### src/rtl/core/pgpm_pkg.sv
// ----------------------------------------------------------------------------
// pgpm_pkg
// Shared widths, register map, command codes and inter-stage types of the
// page grid position mapper.
// ----------------------------------------------------------------------------
package pgpm_pkg;

  // field widths
  localparam int PAGE_BITS = 16;
  localparam int GRID_BITS = 12;
  localparam int CNT_BITS  = GRID_BITS + 1;

  // page plus offset, also the dividend and quotient width
  localparam int POS_BITS  = ((PAGE_BITS > CNT_BITS) ? PAGE_BITS : CNT_BITS) + 1;
  // count times cell index, then the sum and the doubled sum of cell to page
  localparam int PROD_BITS = CNT_BITS + CNT_BITS;
  localparam int SUM_BITS  = PROD_BITS + 1;
  localparam int CPOS_BITS = SUM_BITS + 1;

  // apb register file
  localparam int NUM_REGS  = 8;
  localparam int ADDR_BITS = $clog2(NUM_REGS * 4);
  localparam int DATA_BITS = 32;
  localparam int IDX_BITS  = ADDR_BITS - 2;

  typedef enum logic [IDX_BITS-1:0] {
    REG_ROW_COUNT      = 3'd0,
    REG_COLUMN_COUNT   = 3'd1,
    REG_PAGE_OFFSET    = 3'd2,
    REG_PAGE_COUNT     = 3'd3,
    REG_PAIRED_MODE    = 3'd4,
    REG_VERTICAL_ORDER = 3'd5,
    REG_RIGHT_TO_LEFT  = 3'd6,
    REG_BOTTOM_TO_TOP  = 3'd7
  } reg_idx_e;

  typedef enum logic {
    CMD_PAGE_TO_CELL = 1'b0,
    CMD_CELL_TO_PAGE = 1'b1
  } cmd_e;

  // configuration as seen by the datapath
  typedef struct packed {
    logic [CNT_BITS-1:0]  row_count;
    logic [CNT_BITS-1:0]  column_count;
    logic [CNT_BITS-1:0]  page_offset;
    logic [PAGE_BITS-1:0] page_count;
    logic                 paired_mode;
    logic                 vertical_order;
    logic                 right_to_left;
    logic                 bottom_to_top;
  } cfg_t;

  // sideband that rides along the divider
  typedef struct packed {
    cmd_e                 cmd;
    logic                 inv;
    logic                 lsb;
    logic [PROD_BITS-1:0] prod;
    logic [CNT_BITS-1:0]  addend;
  } side_t;

endpackage

### src/rtl/core/pgpm_front.sv
// ----------------------------------------------------------------------------
// pgpm_front
// Request decode: range checks, mirroring, dividend and divisor selection,
// and the cell to page multiply. Two register stages.
// ----------------------------------------------------------------------------
module pgpm_front (
  input  logic                             clk_i,
  input  logic                             rst_ni,
  input  pgpm_pkg::cfg_t                   cfg_i,
  input  logic                             valid_i,
  output logic                             ready_o,
  input  pgpm_pkg::cmd_e                   command_i,
  input  logic [pgpm_pkg::PAGE_BITS-1:0]   page_i,
  input  logic [pgpm_pkg::GRID_BITS-1:0]   column_i,
  input  logic [pgpm_pkg::GRID_BITS-1:0]   row_i,
  output logic                             valid_o,
  input  logic                             ready_i,
  output logic [pgpm_pkg::POS_BITS-1:0]    dividend_o,
  output logic [pgpm_pkg::CNT_BITS-1:0]    divisor_o,
  output pgpm_pkg::side_t                  side_o
);
  import pgpm_pkg::*;

  logic                 en1, en2;
  logic [POS_BITS-1:0]  pos, slot;
  logic [CNT_BITS-1:0]  div, col_flip, row_flip;
  logic [CNT_BITS-1:0]  col_m, row_m;
  logic                 p2c_inv, c2p_inv;
  logic [CNT_BITS-1:0]  mul_a;
  logic [CNT_BITS-1:0]  mul_b, addend;
  logic                 lsb;

  logic                 vld1_q;
  cmd_e                 cmd1_q;
  logic                 inv1_q, lsb1_q;
  logic [POS_BITS-1:0]  slot1_q;
  logic [CNT_BITS-1:0]  div1_q, mula1_q;
  logic [CNT_BITS-1:0]  mulb1_q, add1_q;

  logic                 vld2_q;
  logic [POS_BITS-1:0]  dividend2_q;
  logic [CNT_BITS-1:0]  divisor2_q;
  side_t                side2_q;

  // stall chain, a stage moves when empty or when the next one moves
  assign en2     = !vld2_q || ready_i;
  assign en1     = !vld1_q || en2;
  assign ready_o = en1;

  // page to cell: position, slot (pairs share one slot) and divisor
  always_comb begin
    pos     = POS_BITS'(page_i) + POS_BITS'(cfg_i.page_offset);
    slot    = cfg_i.paired_mode ? (pos >> 1) : pos;
    if (cfg_i.vertical_order) begin
      div = cfg_i.row_count;
    end else begin
      div = cfg_i.paired_mode ? (cfg_i.column_count >> 1) : cfg_i.column_count;
    end
    p2c_inv = (page_i >= cfg_i.page_count) || (div == '0);
  end

  // cell to page: grid check, mirroring and multiply operands
  always_comb begin
    c2p_inv  = (CNT_BITS'(column_i) >= cfg_i.column_count) ||
               (CNT_BITS'(row_i) >= cfg_i.row_count);
    col_flip = cfg_i.column_count - CNT_BITS'(1) - CNT_BITS'(column_i);
    row_flip = cfg_i.row_count - CNT_BITS'(1) - CNT_BITS'(row_i);
    col_m    = cfg_i.right_to_left ? col_flip : CNT_BITS'(column_i);
    row_m    = cfg_i.bottom_to_top ? row_flip : CNT_BITS'(row_i);
    if (cfg_i.vertical_order) begin
      mul_a  = cfg_i.row_count;
      mul_b  = cfg_i.paired_mode ? (col_m >> 1) : col_m;
      addend = row_m;
    end else begin
      mul_a  = cfg_i.column_count;
      mul_b  = row_m;
      addend = col_m;
    end
    lsb = (command_i == CMD_PAGE_TO_CELL) ? pos[0] : col_m[0];
  end

  // stage 1 valid
  always_ff @(posedge clk_i or negedge rst_ni) begin
    if (!rst_ni) begin
      vld1_q <= 1'b0;
    end else if (en1) begin
      vld1_q <= valid_i;
    end
  end

  // stage 1 payload
  always_ff @(posedge clk_i) begin
    if (en1 && valid_i) begin
      cmd1_q  <= command_i;
      inv1_q  <= (command_i == CMD_PAGE_TO_CELL) ? p2c_inv : c2p_inv;
      lsb1_q  <= lsb;
      slot1_q <= slot;
      div1_q  <= div;
      mula1_q <= mul_a;
      mulb1_q <= mul_b;
      add1_q  <= addend;
    end
  end

  // stage 2 valid
  always_ff @(posedge clk_i or negedge rst_ni) begin
    if (!rst_ni) begin
      vld2_q <= 1'b0;
    end else if (en2) begin
      vld2_q <= vld1_q;
    end
  end

  // stage 2 payload with the product
  always_ff @(posedge clk_i) begin
    if (en2 && vld1_q) begin
      dividend2_q    <= slot1_q;
      divisor2_q     <= div1_q;
      side2_q.cmd    <= cmd1_q;
      side2_q.inv    <= inv1_q;
      side2_q.lsb    <= lsb1_q;
      side2_q.prod   <= PROD_BITS'(mula1_q) * PROD_BITS'(mulb1_q);
      side2_q.addend <= add1_q;
    end
  end

  assign valid_o    = vld2_q;
  assign dividend_o = dividend2_q;
  assign divisor_o  = divisor2_q;
  assign side_o     = side2_q;

endmodule

### src/rtl/core/pgpm_div.sv
// ----------------------------------------------------------------------------
// pgpm_div
// Pipelined restoring divider, one quotient bit per stage, with the
// request sideband carried alongside.
// ----------------------------------------------------------------------------
module pgpm_div (
  input  logic                           clk_i,
  input  logic                           rst_ni,
  input  logic                           valid_i,
  output logic                           ready_o,
  input  logic [pgpm_pkg::POS_BITS-1:0]  dividend_i,
  input  logic [pgpm_pkg::CNT_BITS-1:0]  divisor_i,
  input  pgpm_pkg::side_t                side_i,
  output logic                           valid_o,
  input  logic                           ready_i,
  output logic [pgpm_pkg::POS_BITS-1:0]  quo_o,
  output logic [pgpm_pkg::CNT_BITS-1:0]  rem_o,
  output pgpm_pkg::side_t                side_o
);
  import pgpm_pkg::*;

  localparam int NS = POS_BITS;

  logic                vld_q [NS];
  logic [CNT_BITS-1:0] rem_q [NS];
  logic [POS_BITS-1:0] quo_q [NS];
  logic [CNT_BITS-1:0] dvs_q [NS];
  side_t               side_q[NS];

  logic                en    [NS+1];
  logic                vld_s [NS];
  logic [CNT_BITS-1:0] rem_s [NS];
  logic [POS_BITS-1:0] quo_s [NS];
  logic [CNT_BITS-1:0] dvs_s [NS];
  side_t               side_s[NS];

  // stall chain from the output back to the input
  always_comb begin
    en[NS] = ready_i;
    for (int k = NS - 1; k >= 0; k--) begin
      en[k] = !vld_q[k] || en[k+1];
    end
  end
  assign ready_o = en[0];

  // stage sources: stage 0 starts with an empty remainder
  always_comb begin
    vld_s[0]  = valid_i;
    rem_s[0]  = '0;
    quo_s[0]  = dividend_i;
    dvs_s[0]  = divisor_i;
    side_s[0] = side_i;
    for (int k = 1; k < NS; k++) begin
      vld_s[k]  = vld_q[k-1];
      rem_s[k]  = rem_q[k-1];
      quo_s[k]  = quo_q[k-1];
      dvs_s[k]  = dvs_q[k-1];
      side_s[k] = side_q[k-1];
    end
  end

  for (genvar g = 0; g < NS; g++) begin : g_stage
    logic [CNT_BITS:0] trial, diff;
    logic              ge;

    // one trial subtract of the shifted remainder
    always_comb begin
      trial = {rem_s[g], quo_s[g][POS_BITS-1]};
      diff  = trial - {1'b0, dvs_s[g]};
      ge    = trial >= {1'b0, dvs_s[g]};
    end

    // stage valid
    always_ff @(posedge clk_i or negedge rst_ni) begin
      if (!rst_ni) begin
        vld_q[g] <= 1'b0;
      end else if (en[g]) begin
        vld_q[g] <= vld_s[g];
      end
    end

    // stage payload, quotient bits shift in from the right
    always_ff @(posedge clk_i) begin
      if (en[g] && vld_s[g]) begin
        rem_q[g]  <= ge ? diff[CNT_BITS-1:0] : trial[CNT_BITS-1:0];
        quo_q[g]  <= {quo_s[g][POS_BITS-2:0], ge};
        dvs_q[g]  <= dvs_s[g];
        side_q[g] <= side_s[g];
      end
    end
  end

  assign valid_o = vld_q[NS-1];
  assign quo_o   = quo_q[NS-1];
  assign rem_o   = rem_q[NS-1];
  assign side_o  = side_q[NS-1];

endmodule

### src/rtl/core/pgpm_back.sv
// ----------------------------------------------------------------------------
// pgpm_back
// Result assembly: cell from quotient and remainder, page from the
// product, final range checks, mirroring and the output register.
// ----------------------------------------------------------------------------
module pgpm_back (
  input  logic                            clk_i,
  input  logic                            rst_ni,
  input  pgpm_pkg::cfg_t                  cfg_i,
  input  logic                            valid_i,
  output logic                            ready_o,
  input  logic [pgpm_pkg::POS_BITS-1:0]   quo_i,
  input  logic [pgpm_pkg::CNT_BITS-1:0]   rem_i,
  input  pgpm_pkg::side_t                 side_i,
  output logic                            valid_o,
  input  logic                            ready_i,
  output logic [pgpm_pkg::GRID_BITS-1:0]  column_o,
  output logic [pgpm_pkg::GRID_BITS-1:0]  row_o,
  output logic [pgpm_pkg::PAGE_BITS-1:0]  page_o,
  output logic                            result_valid_o
);
  import pgpm_pkg::*;

  localparam int CW = POS_BITS + 1;

  logic                 en1, en2;
  logic [POS_BITS-1:0]  col_raw, row_raw, rem_ext;
  logic [CW-1:0]        col_p;
  logic [SUM_BITS-1:0]  sum;
  logic [CPOS_BITS-1:0] cpos;

  logic                 vld1_q;
  cmd_e                 cmd1_q;
  logic                 inv1_q;
  logic [CW-1:0]        col1_q;
  logic [POS_BITS-1:0]  row1_q;
  logic [CPOS_BITS-1:0] cpos1_q;

  logic                 p2c_ok, c2p_ok;
  logic [CNT_BITS-1:0]  col_flip, row_flip;
  logic [GRID_BITS-1:0] col_fin, row_fin;
  logic [CPOS_BITS:0]   pdiff;

  logic                 vld2_q;
  logic [GRID_BITS-1:0] column_q, row_q;
  logic [PAGE_BITS-1:0] page_q;
  logic                 rv_q;

  // stall chain
  assign en2     = !vld2_q || ready_i;
  assign en1     = !vld1_q || en2;
  assign ready_o = en1;

  // cell from quotient and remainder, and the linear position of a cell
  always_comb begin
    rem_ext = POS_BITS'(rem_i);
    col_raw = cfg_i.vertical_order ? quo_i : rem_ext;
    row_raw = cfg_i.vertical_order ? rem_ext : quo_i;
    col_p   = cfg_i.paired_mode ? {col_raw, side_i.lsb} : {1'b0, col_raw};
    sum     = SUM_BITS'(side_i.prod) + SUM_BITS'(side_i.addend);
    cpos    = (cfg_i.vertical_order && cfg_i.paired_mode) ? {sum, side_i.lsb}
                                                           : {1'b0, sum};
  end

  // stage 1 valid
  always_ff @(posedge clk_i or negedge rst_ni) begin
    if (!rst_ni) begin
      vld1_q <= 1'b0;
    end else if (en1) begin
      vld1_q <= valid_i;
    end
  end

  // stage 1 payload
  always_ff @(posedge clk_i) begin
    if (en1 && valid_i) begin
      cmd1_q  <= side_i.cmd;
      inv1_q  <= side_i.inv;
      col1_q  <= col_p;
      row1_q  <= row_raw;
      cpos1_q <= cpos;
    end
  end

  // final checks and mirroring
  always_comb begin
    p2c_ok   = !inv1_q && (col1_q < CW'(cfg_i.column_count)) &&
               (row1_q < POS_BITS'(cfg_i.row_count));
    col_flip = cfg_i.column_count - CNT_BITS'(1) - col1_q[CNT_BITS-1:0];
    row_flip = cfg_i.row_count - CNT_BITS'(1) - row1_q[CNT_BITS-1:0];
    col_fin  = cfg_i.right_to_left ? col_flip[GRID_BITS-1:0] : col1_q[GRID_BITS-1:0];
    row_fin  = cfg_i.bottom_to_top ? row_flip[GRID_BITS-1:0] : row1_q[GRID_BITS-1:0];
    pdiff    = {1'b0, cpos1_q} - (CPOS_BITS + 1)'(cfg_i.page_offset);
    c2p_ok   = !inv1_q && !pdiff[CPOS_BITS] &&
               (pdiff[CPOS_BITS-1:0] < CPOS_BITS'(cfg_i.page_count));
  end

  // output register valid
  always_ff @(posedge clk_i or negedge rst_ni) begin
    if (!rst_ni) begin
      vld2_q <= 1'b0;
    end else if (en2) begin
      vld2_q <= vld1_q;
    end
  end

  // output register payload, unused fields read zero
  always_ff @(posedge clk_i) begin
    if (en2 && vld1_q) begin
      if (cmd1_q == CMD_PAGE_TO_CELL) begin
        column_q <= p2c_ok ? col_fin : '0;
        row_q    <= p2c_ok ? row_fin : '0;
        page_q   <= '0;
        rv_q     <= p2c_ok;
      end else begin
        column_q <= '0;
        row_q    <= '0;
        page_q   <= c2p_ok ? pdiff[PAGE_BITS-1:0] : '0;
        rv_q     <= c2p_ok;
      end
    end
  end

  assign valid_o        = vld2_q;
  assign column_o       = column_q;
  assign row_o          = row_q;
  assign page_o         = page_q;
  assign result_valid_o = rv_q;

endmodule

### src/rtl/core/page_grid_position_mapper_top.sv
// ----------------------------------------------------------------------------
// page_grid_position_mapper_top
// Page index to grid cell mapper and its inverse, with an APB register file.
// ----------------------------------------------------------------------------
// The block takes one request per clock cycle while the pipeline is not stalled
// and returns one result per request, in order. Every request passes the same
// pipeline: two decode stages (range checks, mirroring, cell to page multiply),
// one divider stage per quotient bit (17 stages for a 17-bit page plus offset)
// and two result stages. A stall at the output only stops the stages that are
// full, so empty stages keep taking requests. Registers are written over APB at
// byte address 4*index and must only change while no request is in flight.
module page_grid_position_mapper_top (
  input  logic                            clk_i,
  input  logic                            rst_ni,
  // register port
  input  logic                            psel,
  input  logic                            penable,
  input  logic                            pwrite,
  input  logic [pgpm_pkg::ADDR_BITS-1:0]  paddr,
  input  logic [pgpm_pkg::DATA_BITS-1:0]  pwdata,
  output logic [pgpm_pkg::DATA_BITS-1:0]  prdata,
  output logic                            pready,
  // request channel
  input  logic                            in_valid_i,
  output logic                            in_ready_o,
  input  logic                            command_i,
  input  logic [pgpm_pkg::PAGE_BITS-1:0]  page_in_i,
  input  logic [pgpm_pkg::GRID_BITS-1:0]  column_in_i,
  input  logic [pgpm_pkg::GRID_BITS-1:0]  row_in_i,
  // result channel
  output logic                            out_valid_o,
  input  logic                            out_ready_i,
  output logic [pgpm_pkg::GRID_BITS-1:0]  column_out_o,
  output logic [pgpm_pkg::GRID_BITS-1:0]  row_out_o,
  output logic [pgpm_pkg::PAGE_BITS-1:0]  page_out_o,
  output logic                            result_valid_o
);
  import pgpm_pkg::*;

  cfg_t                 cfg_q;
  reg_idx_e             reg_idx;
  logic                 wr_en;

  logic                 fr_valid, fr_ready;
  logic [POS_BITS-1:0]  fr_dividend;
  logic [CNT_BITS-1:0]  fr_divisor;
  side_t                fr_side;

  logic                 dv_valid, dv_ready;
  logic [POS_BITS-1:0]  dv_quo;
  logic [CNT_BITS-1:0]  dv_rem;
  side_t                dv_side;

  // register write on the apb access phase
  assign pready  = 1'b1;
  assign reg_idx = reg_idx_e'(paddr[ADDR_BITS-1:2]);
  assign wr_en   = psel && penable && pwrite && pready;

  always_ff @(posedge clk_i or negedge rst_ni) begin
    if (!rst_ni) begin
      cfg_q.row_count      <= CNT_BITS'(1);
      cfg_q.column_count   <= CNT_BITS'(1);
      cfg_q.page_offset    <= '0;
      cfg_q.page_count     <= '0;
      cfg_q.paired_mode    <= 1'b0;
      cfg_q.vertical_order <= 1'b1;
      cfg_q.right_to_left  <= 1'b0;
      cfg_q.bottom_to_top  <= 1'b0;
    end else if (wr_en) begin
      case (reg_idx)
        REG_ROW_COUNT:      cfg_q.row_count      <= pwdata[CNT_BITS-1:0];
        REG_COLUMN_COUNT:   cfg_q.column_count   <= pwdata[CNT_BITS-1:0];
        REG_PAGE_OFFSET:    cfg_q.page_offset    <= pwdata[CNT_BITS-1:0];
        REG_PAGE_COUNT:     cfg_q.page_count     <= pwdata[PAGE_BITS-1:0];
        REG_PAIRED_MODE:    cfg_q.paired_mode    <= pwdata[0];
        REG_VERTICAL_ORDER: cfg_q.vertical_order <= pwdata[0];
        REG_RIGHT_TO_LEFT:  cfg_q.right_to_left  <= pwdata[0];
        REG_BOTTOM_TO_TOP:  cfg_q.bottom_to_top  <= pwdata[0];
        default: ;
      endcase
    end
  end

  // register read back
  always_comb begin
    case (reg_idx)
      REG_ROW_COUNT:      prdata = DATA_BITS'(cfg_q.row_count);
      REG_COLUMN_COUNT:   prdata = DATA_BITS'(cfg_q.column_count);
      REG_PAGE_OFFSET:    prdata = DATA_BITS'(cfg_q.page_offset);
      REG_PAGE_COUNT:     prdata = DATA_BITS'(cfg_q.page_count);
      REG_PAIRED_MODE:    prdata = DATA_BITS'(cfg_q.paired_mode);
      REG_VERTICAL_ORDER: prdata = DATA_BITS'(cfg_q.vertical_order);
      REG_RIGHT_TO_LEFT:  prdata = DATA_BITS'(cfg_q.right_to_left);
      REG_BOTTOM_TO_TOP:  prdata = DATA_BITS'(cfg_q.bottom_to_top);
      default:            prdata = '0;
    endcase
  end

  // decode and multiply
  pgpm_front u_front (
    .clk_i      (clk_i),
    .rst_ni     (rst_ni),
    .cfg_i      (cfg_q),
    .valid_i    (in_valid_i),
    .ready_o    (in_ready_o),
    .command_i  (cmd_e'(command_i)),
    .page_i     (page_in_i),
    .column_i   (column_in_i),
    .row_i      (row_in_i),
    .valid_o    (fr_valid),
    .ready_i    (fr_ready),
    .dividend_o (fr_dividend),
    .divisor_o  (fr_divisor),
    .side_o     (fr_side)
  );

  // divider pipeline
  pgpm_div u_div (
    .clk_i      (clk_i),
    .rst_ni     (rst_ni),
    .valid_i    (fr_valid),
    .ready_o    (fr_ready),
    .dividend_i (fr_dividend),
    .divisor_i  (fr_divisor),
    .side_i     (fr_side),
    .valid_o    (dv_valid),
    .ready_i    (dv_ready),
    .quo_o      (dv_quo),
    .rem_o      (dv_rem),
    .side_o     (dv_side)
  );

  // result assembly and output register
  pgpm_back u_back (
    .clk_i          (clk_i),
    .rst_ni         (rst_ni),
    .cfg_i          (cfg_q),
    .valid_i        (dv_valid),
    .ready_o        (dv_ready),
    .quo_i          (dv_quo),
    .rem_i          (dv_rem),
    .side_i         (dv_side),
    .valid_o        (out_valid_o),
    .ready_i        (out_ready_i),
    .column_o       (column_out_o),
    .row_o          (row_out_o),
    .page_o         (page_out_o),
    .result_valid_o (result_valid_o)
  );

`ifndef NO_ASSERTIONS
  // an invalid result carries all-zero fields
  assert property (@(posedge clk_i) disable iff (!rst_ni)
    out_valid_o && !result_valid_o |->
      column_out_o == '0 && row_out_o == '0 && page_out_o == '0)
    else $error("invalid result with nonzero fields");

  // a valid result always names a cell inside the grid
  assert property (@(posedge clk_i) disable iff (!rst_ni)
    out_valid_o && result_valid_o |->
      CNT_BITS'(column_out_o) < cfg_q.column_count &&
      CNT_BITS'(row_out_o) < cfg_q.row_count)
    else $error("valid result outside the grid");

  // a valid result always names an existing page
  assert property (@(posedge clk_i) disable iff (!rst_ni)
    out_valid_o && result_valid_o |-> page_out_o < cfg_q.page_count)
    else $error("valid result beyond the page count");

  // the input only stalls when the output is blocked and the front, divider and output stages hold data
  assert property (@(posedge clk_i) disable iff (!rst_ni)
    !in_ready_o |-> out_valid_o && !out_ready_i && fr_valid && dv_valid)
    else $error("input stalled with room in the pipeline");
`endif

endmodule
### config.mk
export PLATFORM = sky130hd
export DESIGN_NAME = page_grid_position_mapper_top
export DESIGN_NICKNAME = d
export VERILOG_FILES = /design/src/rtl/core/pgpm_pkg.sv /design/src/rtl/core/pgpm_front.sv /design/src/rtl/core/pgpm_div.sv /design/src/rtl/core/pgpm_back.sv /design/src/rtl/core/page_grid_position_mapper_top.sv
export SDC_FILE = /design/constraint.sdc
export NUM_CORES = 2
export LEC_CHECK = 0
export BUFFER_PORTS_ARGS = -buffer_cell sky130_fd_sc_hd__buf_2
export CORE_MARGIN = 2
export CORE_UTILIZATION = 57
export DETAILED_ROUTE_END_ITERATION = 10
export HOLD_SLACK_MARGIN = 0.12
export PLACE_DENSITY = 0.77
export SYNTH_ARGS = -nofsm -noshare
export SYNTH_HDL_FRONTEND = slang
export SYNTH_SLANG_ARGS = --single-unit
### constraint.sdc
create_clock -name clk_i -period 8.3 [get_ports clk_i]
set_clock_uncertainty 0.05 [all_clocks]
set_input_delay 1.66 -clock clk_i [delete_from_list [all_inputs] [get_ports clk_i]]
set_output_delay 1.66 -clock clk_i [all_outputs]
set_load 0.1 [all_outputs]
Word-level counts from Yosys, hierarchy flattened
Memory sizes are Yosys's and may differ from the RTL's.
Index checks and enable logic that the tools add are counted.
{"block": "word_totals", "ff_bits": 330, "ramBits": 1445, "out_inout_bits": 76, "memories": 4}
{"memory": "u_div.side_q", "depth": 17, "word_bits": 42, "read_ports": 17, "rd_ports_with_merged_regs": 0, "write_ports": 17, "line_no": "pgpm_div.sv:28", "text": "side_t side_q[NS];"}
{"memory": "u_div.quo_q", "depth": 17, "word_bits": 17, "read_ports": 17, "rd_ports_with_merged_regs": 0, "write_ports": 17, "line_no": "pgpm_div.sv:26", "text": "logic [POS_BITS-1:0] quo_q [NS];"}
{"memory": "u_div.dvs_q", "depth": 17, "word_bits": 13, "read_ports": 16, "rd_ports_with_merged_regs": 0, "write_ports": 17, "line_no": "pgpm_div.sv:27", "text": "logic [CNT_BITS-1:0] dvs_q [NS];"}
{"memory": "u_div.rem_q", "depth": 17, "word_bits": 13, "read_ports": 17, "rd_ports_with_merged_regs": 0, "write_ports": 17, "line_no": "pgpm_div.sv:25", "text": "logic [CNT_BITS-1:0] rem_q [NS];"}
{"block": "op_classes", "add_sub_neg": 26, "n_mul": 1, "order_cmp": 23, "n_eq_ne": 7, "muxes": 70, "bitwise_logic": 1, "n_reduce_logical": 86}
{"operator": "two-way mux 13 bit", "n": 26}
{"operator": "one-hot mux 32 bit (8 select lines)", "n": 1}
{"operator": "greater-or-equal comparator 14 x 13 -> 1 bit", "n": 16}
{"operator": "subtractor 13 bit", "n": 16}
{"operator": "two-way mux 1 bit", "n": 37}
{"operator": "two-way mux 17 bit", "n": 2}
{"operator": "subtractor 28 x 13 -> 29 bit", "n": 1}
{"operator": "logical AND 1 bit", "n": 28}
{"operator": "< comparator 28 x 16 -> 1 bit", "n": 1}
{"operator": "adder 26 x 13 -> 27 bit", "n": 1}
{"operator": "two-way mux 27 bit", "n": 1}
{"operator": "greater-or-equal comparator 12 x 13 -> 1 bit", "n": 2}
{"operator": "multiplier 13 x 13 -> 26 bit", "n": 1}
{"operator": "subtractor 13 x 1 -> 13 bit (second input constant)", "n": 2}
{"operator": "subtractor 13 x 12 -> 13 bit", "n": 2}
{"operator": "two-way mux 12 bit", "n": 2}
{"operator": "subtractor 12 bit", "n": 2}
{"operator": "logical NOT 1 bit", "n": 23}
{"operator": "logical OR 1 bit", "n": 23}
{"operator": "< comparator 18 x 13 -> 1 bit", "n": 1}
{"operator": "AND reduction 2 bit", "n": 9}
{"operator": "adder 16 x 13 -> 17 bit", "n": 1}
{"operator": "< comparator 17 x 13 -> 1 bit", "n": 1}
{"operator": "greater-or-equal comparator 16 bit", "n": 1}
{"operator": "10 further kinds", "n": 14}

Logic depth before layout (Yosys ltp)
{"block": "depth", "ltp_word": 23, "mapped_depth": 21}

By module
A second synthesis with hierarchy kept.
{"block": "hier_totals", "hier_cells": 5908, "area_unflattened_um2": 82102.5}
{"mod": "pgpm_div", "n_inst": 1, "cells_each": 3449, "area_each_um2": 56735.7, "seq_area_each_um2": 43426.6}
{"mod": "pgpm_front", "n_inst": 1, "cells_each": 1405, "area_each_um2": 14003.4, "seq_area_each_um2": 4374.2}
{"mod": "pgpm_back", "n_inst": 1, "cells_each": 855, "area_each_um2": 8453.1, "seq_area_each_um2": 3233.1}
{"mod": "page_grid_position_mapper_top", "n_inst": 1, "cells_each": 199, "area_each_um2": 2910.3, "seq_area_each_um2": 1480.2}

Worst setup path after synthesis
OpenSTA, ideal clock, no wires.
{"block": "synth_path", "kind": "input-to-reg", "start": "input out_ready_i", "end": "memory u_div.dvs_q[0][117] (netlist name), enable pin", "setup_time_ns": 0.659, "t_arrival_ns": 8.481, "required_ns": 7.591, "setup_slack_ns": -0.890, "path_stages": 5, "n_path_buf": 0, "cell_sequence": "and4b_1 -> and3_1 -> nand3_1 -> nor2_1 -> a21boi_0"}
{"item": "start, declared", "line_no": "page_grid_position_mapper_top.sv:32", "text": "input logic out_ready_i,"}
{"item": "end, declared", "line_no": "pgpm_div.sv:27"}

Worst setup path in the final report
{"block": "layout_path", "start": "input out_ready_i", "end": "output in_ready_o"}
{"block": "layout_via", "elab_chain_cells": 21}
{"item": "logical OR 1 bit", "line_no": "pgpm_back.sv:50", "text": "assign en2 = !vld2_q || ready_i;"}
{"item": "logical OR 1 bit", "line_no": "pgpm_back.sv:51", "text": "assign en1 = !vld1_q || en2;"}
{"item": "logical OR 1 bit (17 in series)", "line_no": "pgpm_div.sv:41", "text": "en[k] = !vld_q[k] || en[k+1];"}
{"item": "logical OR 1 bit", "line_no": "pgpm_front.sv:46", "text": "assign en2 = !vld2_q || ready_i;"}
{"item": "logical OR 1 bit", "line_no": "pgpm_front.sv:47", "text": "assign en1 = !vld1_q || en2;"}
{"item": "end, declared", "line_no": "page_grid_position_mapper_top.sv:25", "text": "output logic in_ready_o,"}
No other way between the ends.

==> impl_summary.md <==
Floorplan
For this configuration, the core starts out at a cell density of 57.2%. The die covers 147000 um^2. The core area is 143000 um^2. The die boundary width is 383 um.

The placement row count is 139. For this design the top-level I/O count stands at 161. The die is 383 um tall.

Global routing
The total congestion overflow after global routing is 0. The pin count of the biggest net entering global routing is 86. The first global-routing pass estimated 276000 um of wire. Global routing used 25.0% of the available tracks. The number of antenna violations at the first check in global routing is 9. The number of global-route vias before repair is 46400.

Final layout
The number of nets in the finished design is 6598. The final cell utilization of the core is 63.2%. The layout has 10000 filler cells.

The final design area excluding fillers is 90500 um^2. In the layout the commonest cells are edfxtp_1, inv_1, ha_1, nand2_1, a21oi_1. Compared with the post-synthesis result, the final layout area differs by 10.5%. In the final layout, the share of cells above drive strength 1 is 13.0%. Leaving out filler cells and counting taps, the final layout contains 7970. Leaving out fill and tap cells, the most frequent cell in the layout is edfxtp_1.

Route
The count of routing violations after the opening detailed-route iteration is 4350. The average wire length per cell after detail routing is 22.8 um. For this run, the detailed router's first-pass iteration total came to 6. The routed via count divided by cell count is 5.81. The remaining design rule violation count is 0. Wires add up to 182000 um.

Detailed routing inserted a total of 46300 vias. The detail route stage leaves a number of antenna-violating nets equal to 0.

Clock network
TritonCTS built the clock tree. Clock-pin slew was measured on the worst setup and hold paths at 70 ps. After clock tree synthesis, the setup repair step added 0 buffers. The cell chosen for the clock root is clkbuf_16.

Post-CTS repair changed the size of 0 cells. The number of buffers created by CTS is 170. The number of buffers on the longest clock path is 3. The number of hold buffers added after cts is 0. The sink count of the clock tree is 1762. Clock latency on the worst-skew pair, taken at its later pin, is 810 ps.

The H-tree depth is 4.

STA
Setup slack on the critical path of the routed design comes to 1450 ps. The tightest hold path in the finished design has a slack of 355 ps. The count of final setup violators is 0.

The max-slew violation total from the final report came to 0. Setup repair after global routing left no endpoint under its margin. The clock period could shrink to 6850 ps. The final sum of negative setup slack is 0 ps. The fraction of the cycle the final worst path needs is 82.6%. The slew at the pin with the worst max-slew slack is 1280 ps. The count of endpoints failing hold in the final timing report is 0. Measured against its own limit, the worst slew margin works out to 14.7%. The achievable frequency is 0.146 GHz.

Critical path
At the worst endpoint, the arrival time is 5140 ps. The number of cells traversed by the worst register-to-register path is 19. The critical path endpoint category is an output port. The kind of critical path is in2out. The critical path starts at out_ready_i. In this run the worst setup path terminates at in_ready_o.

The worst register-to-register path begins at u_front.mula1_q[5]$_DFFE_PP_. The setup slack on the worst flop-to-flop path is 2240 ps. STA puts the critical path data required time at 6590 ps.

The endpoint of the most critical register-to-register path is u_front.side_o[38]$_DFFE_PP_. In this run the worst path has a maximum fanout of 5. The worst setup path is launched from an input pin.

Pwr
The design draws 38.3 mW. The worst-case IR drop observed on VDD is 0.00180 V. Power spread over the standard cell area amounts to 424 nW/um^2. The reported leakage power is 35.5 nW.

Run
Max-cap violations in this run came to 0.

Logic synthesis
The cell count after synthesis came out at 5698. The fraction of synthesized cell area taken by the top area cell type is 61.7%. The average size of a mapped cell is 14.4 um^2.

In this run, synthesis produced a sequential element count of 1762. The number of warnings printed during yosys synthesis is 0. Of all flip-flops after synthesis, the portion carrying an async set or reset was 4.54%. The share of the Yosys chip area taken by registers is 64.1%. The mapped netlist covers 81900 um^2.

The number of flops mapped to enable cells by yosys is 1682. The leading register cell type out of synthesis is edfxtp_1. In the post-synthesis netlist, the biggest area contributors are edfxtp_1, ha_1, fa_1. The count of different cell masters after synthesis is 99. The most area-hungry cell type in the Yosys netlist is edfxtp_1.

Placement
The number of buffer cells added on primary ports is 125. The total placed instance area is 84800 um^2. Including well taps, the total number of placed cells is 7651. The global placer's final weighted congestion is 0.974. The detailed placement HPWL is 126000 um. The setup slack after placement is 1690 ps.

Hold path
In this run the worst hold path is classified as reg2reg.

Run status
The flow ran to the end, and the final reports show no timing, DRC or antenna violations.
[worst max-delay path, cell delays in order]
cell and delay, ps:
buf_2 140, and4b_1 400, nand4_1 300, nor3_1 570, nand2_1 200, nor4_1 970, and2_1 310, nand3_1 230
buf_2 370
[flip-flops by register name, indices dropped and copies added, names as in the netlist, 13 cells and up]
register,cells
u_back.page_o,16
u_div.dvs_q,208
u_front.add1_q,13
u_back.row1_q,17
u_front.div1_q,13
u_front.mulb1_q,13
u_front.dividend_o,17
u_back.col1_q,18
cfg_q,59
u_div.vld_q,16
u_div.rem_q,221
u_front.side_o,42
u_back.cpos1_q,28
u_front.mula1_q,13
u_div.quo_q,289
u_front.divisor_o,13
u_front.slot1_q,17
u_div.side_q,714
[worst min path at each step]
| stage | slack, ps | end | cells past startpoint | startpoint |
|---|---|---|---|---|
| 5_1_grt | 360 | u_div.side_q[0][480]$_DFFE_PP_ | 0 | u_div.side_q[0][438]$_DFFE_PP_ |
| 3_5_place_dp | 350 | u_div.quo_q[0][122]$_DFFE_PP_ | 0 | u_div.quo_q[0][104]$_DFFE_PP_ |
| 2_1_floorplan | 350 | u_back.cmd1_q$_DFFE_PP_ | 0 | u_div.side_q[0][713]$_DFFE_PP_ |
| 6_report | 350 | u_div.quo_q[0][87]$_DFFE_PP_ | 0 | u_div.quo_q[0][69]$_DFFE_PP_ |
| 4_1_cts | 350 | u_div.quo_q[0][61]$_DFFE_PP_ | 0 | u_div.quo_q[0][43]$_DFFE_PP_ |
| 3_3_place_gp | 350 | u_div.side_q[0][675]$_DFFE_PP_ | 0 | u_div.side_q[0][633]$_DFFE_PP_ |
[cell usage after synthesis, types with 52 or more instances]
| master | n |
|---|---|
| nor2b_1 | 86 |
| inv_1 | 586 |
| ha_1 | 449 |
| xnor2_1 | 200 |
| or2_2 | 52 |
| o21ai_0 | 161 |
| clkbuf_1 | 78 |
| edfxtp_1 | 1682 |
| and2_1 | 104 |
| mux2_2 | 205 |
| nand2_1 | 297 |
| mux2i_1 | 98 |
| fa_1 | 144 |
| nor3_1 | 96 |
| a21o_1 | 113 |
| dfrtp_1 | 77 |
| nor2_1 | 226 |
| a21oi_1 | 227 |
| xor2_1 | 76 |
| nand4_1 | 63 |
[layout make-up]
type / count / area [um^2] / share of cell area (%)
Sequential cell: 1762 / 52500 / 58.0
Antenna cell: 6 / 15.0 / 0.0166
Clock buffer: 201 / 4380 / 4.84
Inverter: 588 / 2210 / 2.44
Tap cell: 1903 / 2380 / 2.63
Timing Repair Buffer: 163 / 913 / 1.01
Clock inverter: 112 / 1290 / 1.43
Multi-Input combinational cell: 3235 / 26800 / 29.6
[per-layer routing]
metal | wire length, um | vias to the layer above | share of wire [%] | GRT usage, %
met5 | 42 | - | 0.023 | 0
met4 | 6220 | 8 | 3.4 | 8.66
met3 | 12300 | 364 | 6.8 | 4.77
met2 | 90900 | 1428 | 50 | 42.2
met1 | 72600 | 23100 | 40 | 32.4
li1 | - | 21300 | - | -
[report_power, final]
| group | internal, mW | total (mW) | leakage, nW | switching [mW] |
|---|---|---|---|---|
| Clock | 4.45 | 7.84 | 2.74 | 3.40 |
| Sequential | 12.6 | 13.9 | 17.4 | 1.27 |
| Combinational | 7.10 | 16.6 | 15.3 | 9.53 |
[kinds of logic after synthesis]
family / share of synthesized area [%]
simple gates: 7.16
buf+inv: 3.43
fa+ha+maj: 10.4
compound gates: 6.91
flops: 64.1
xor+xnor: 2.97
other cells: 0.00917
mux: 5.03
Power figures use the tool's default switching activity.
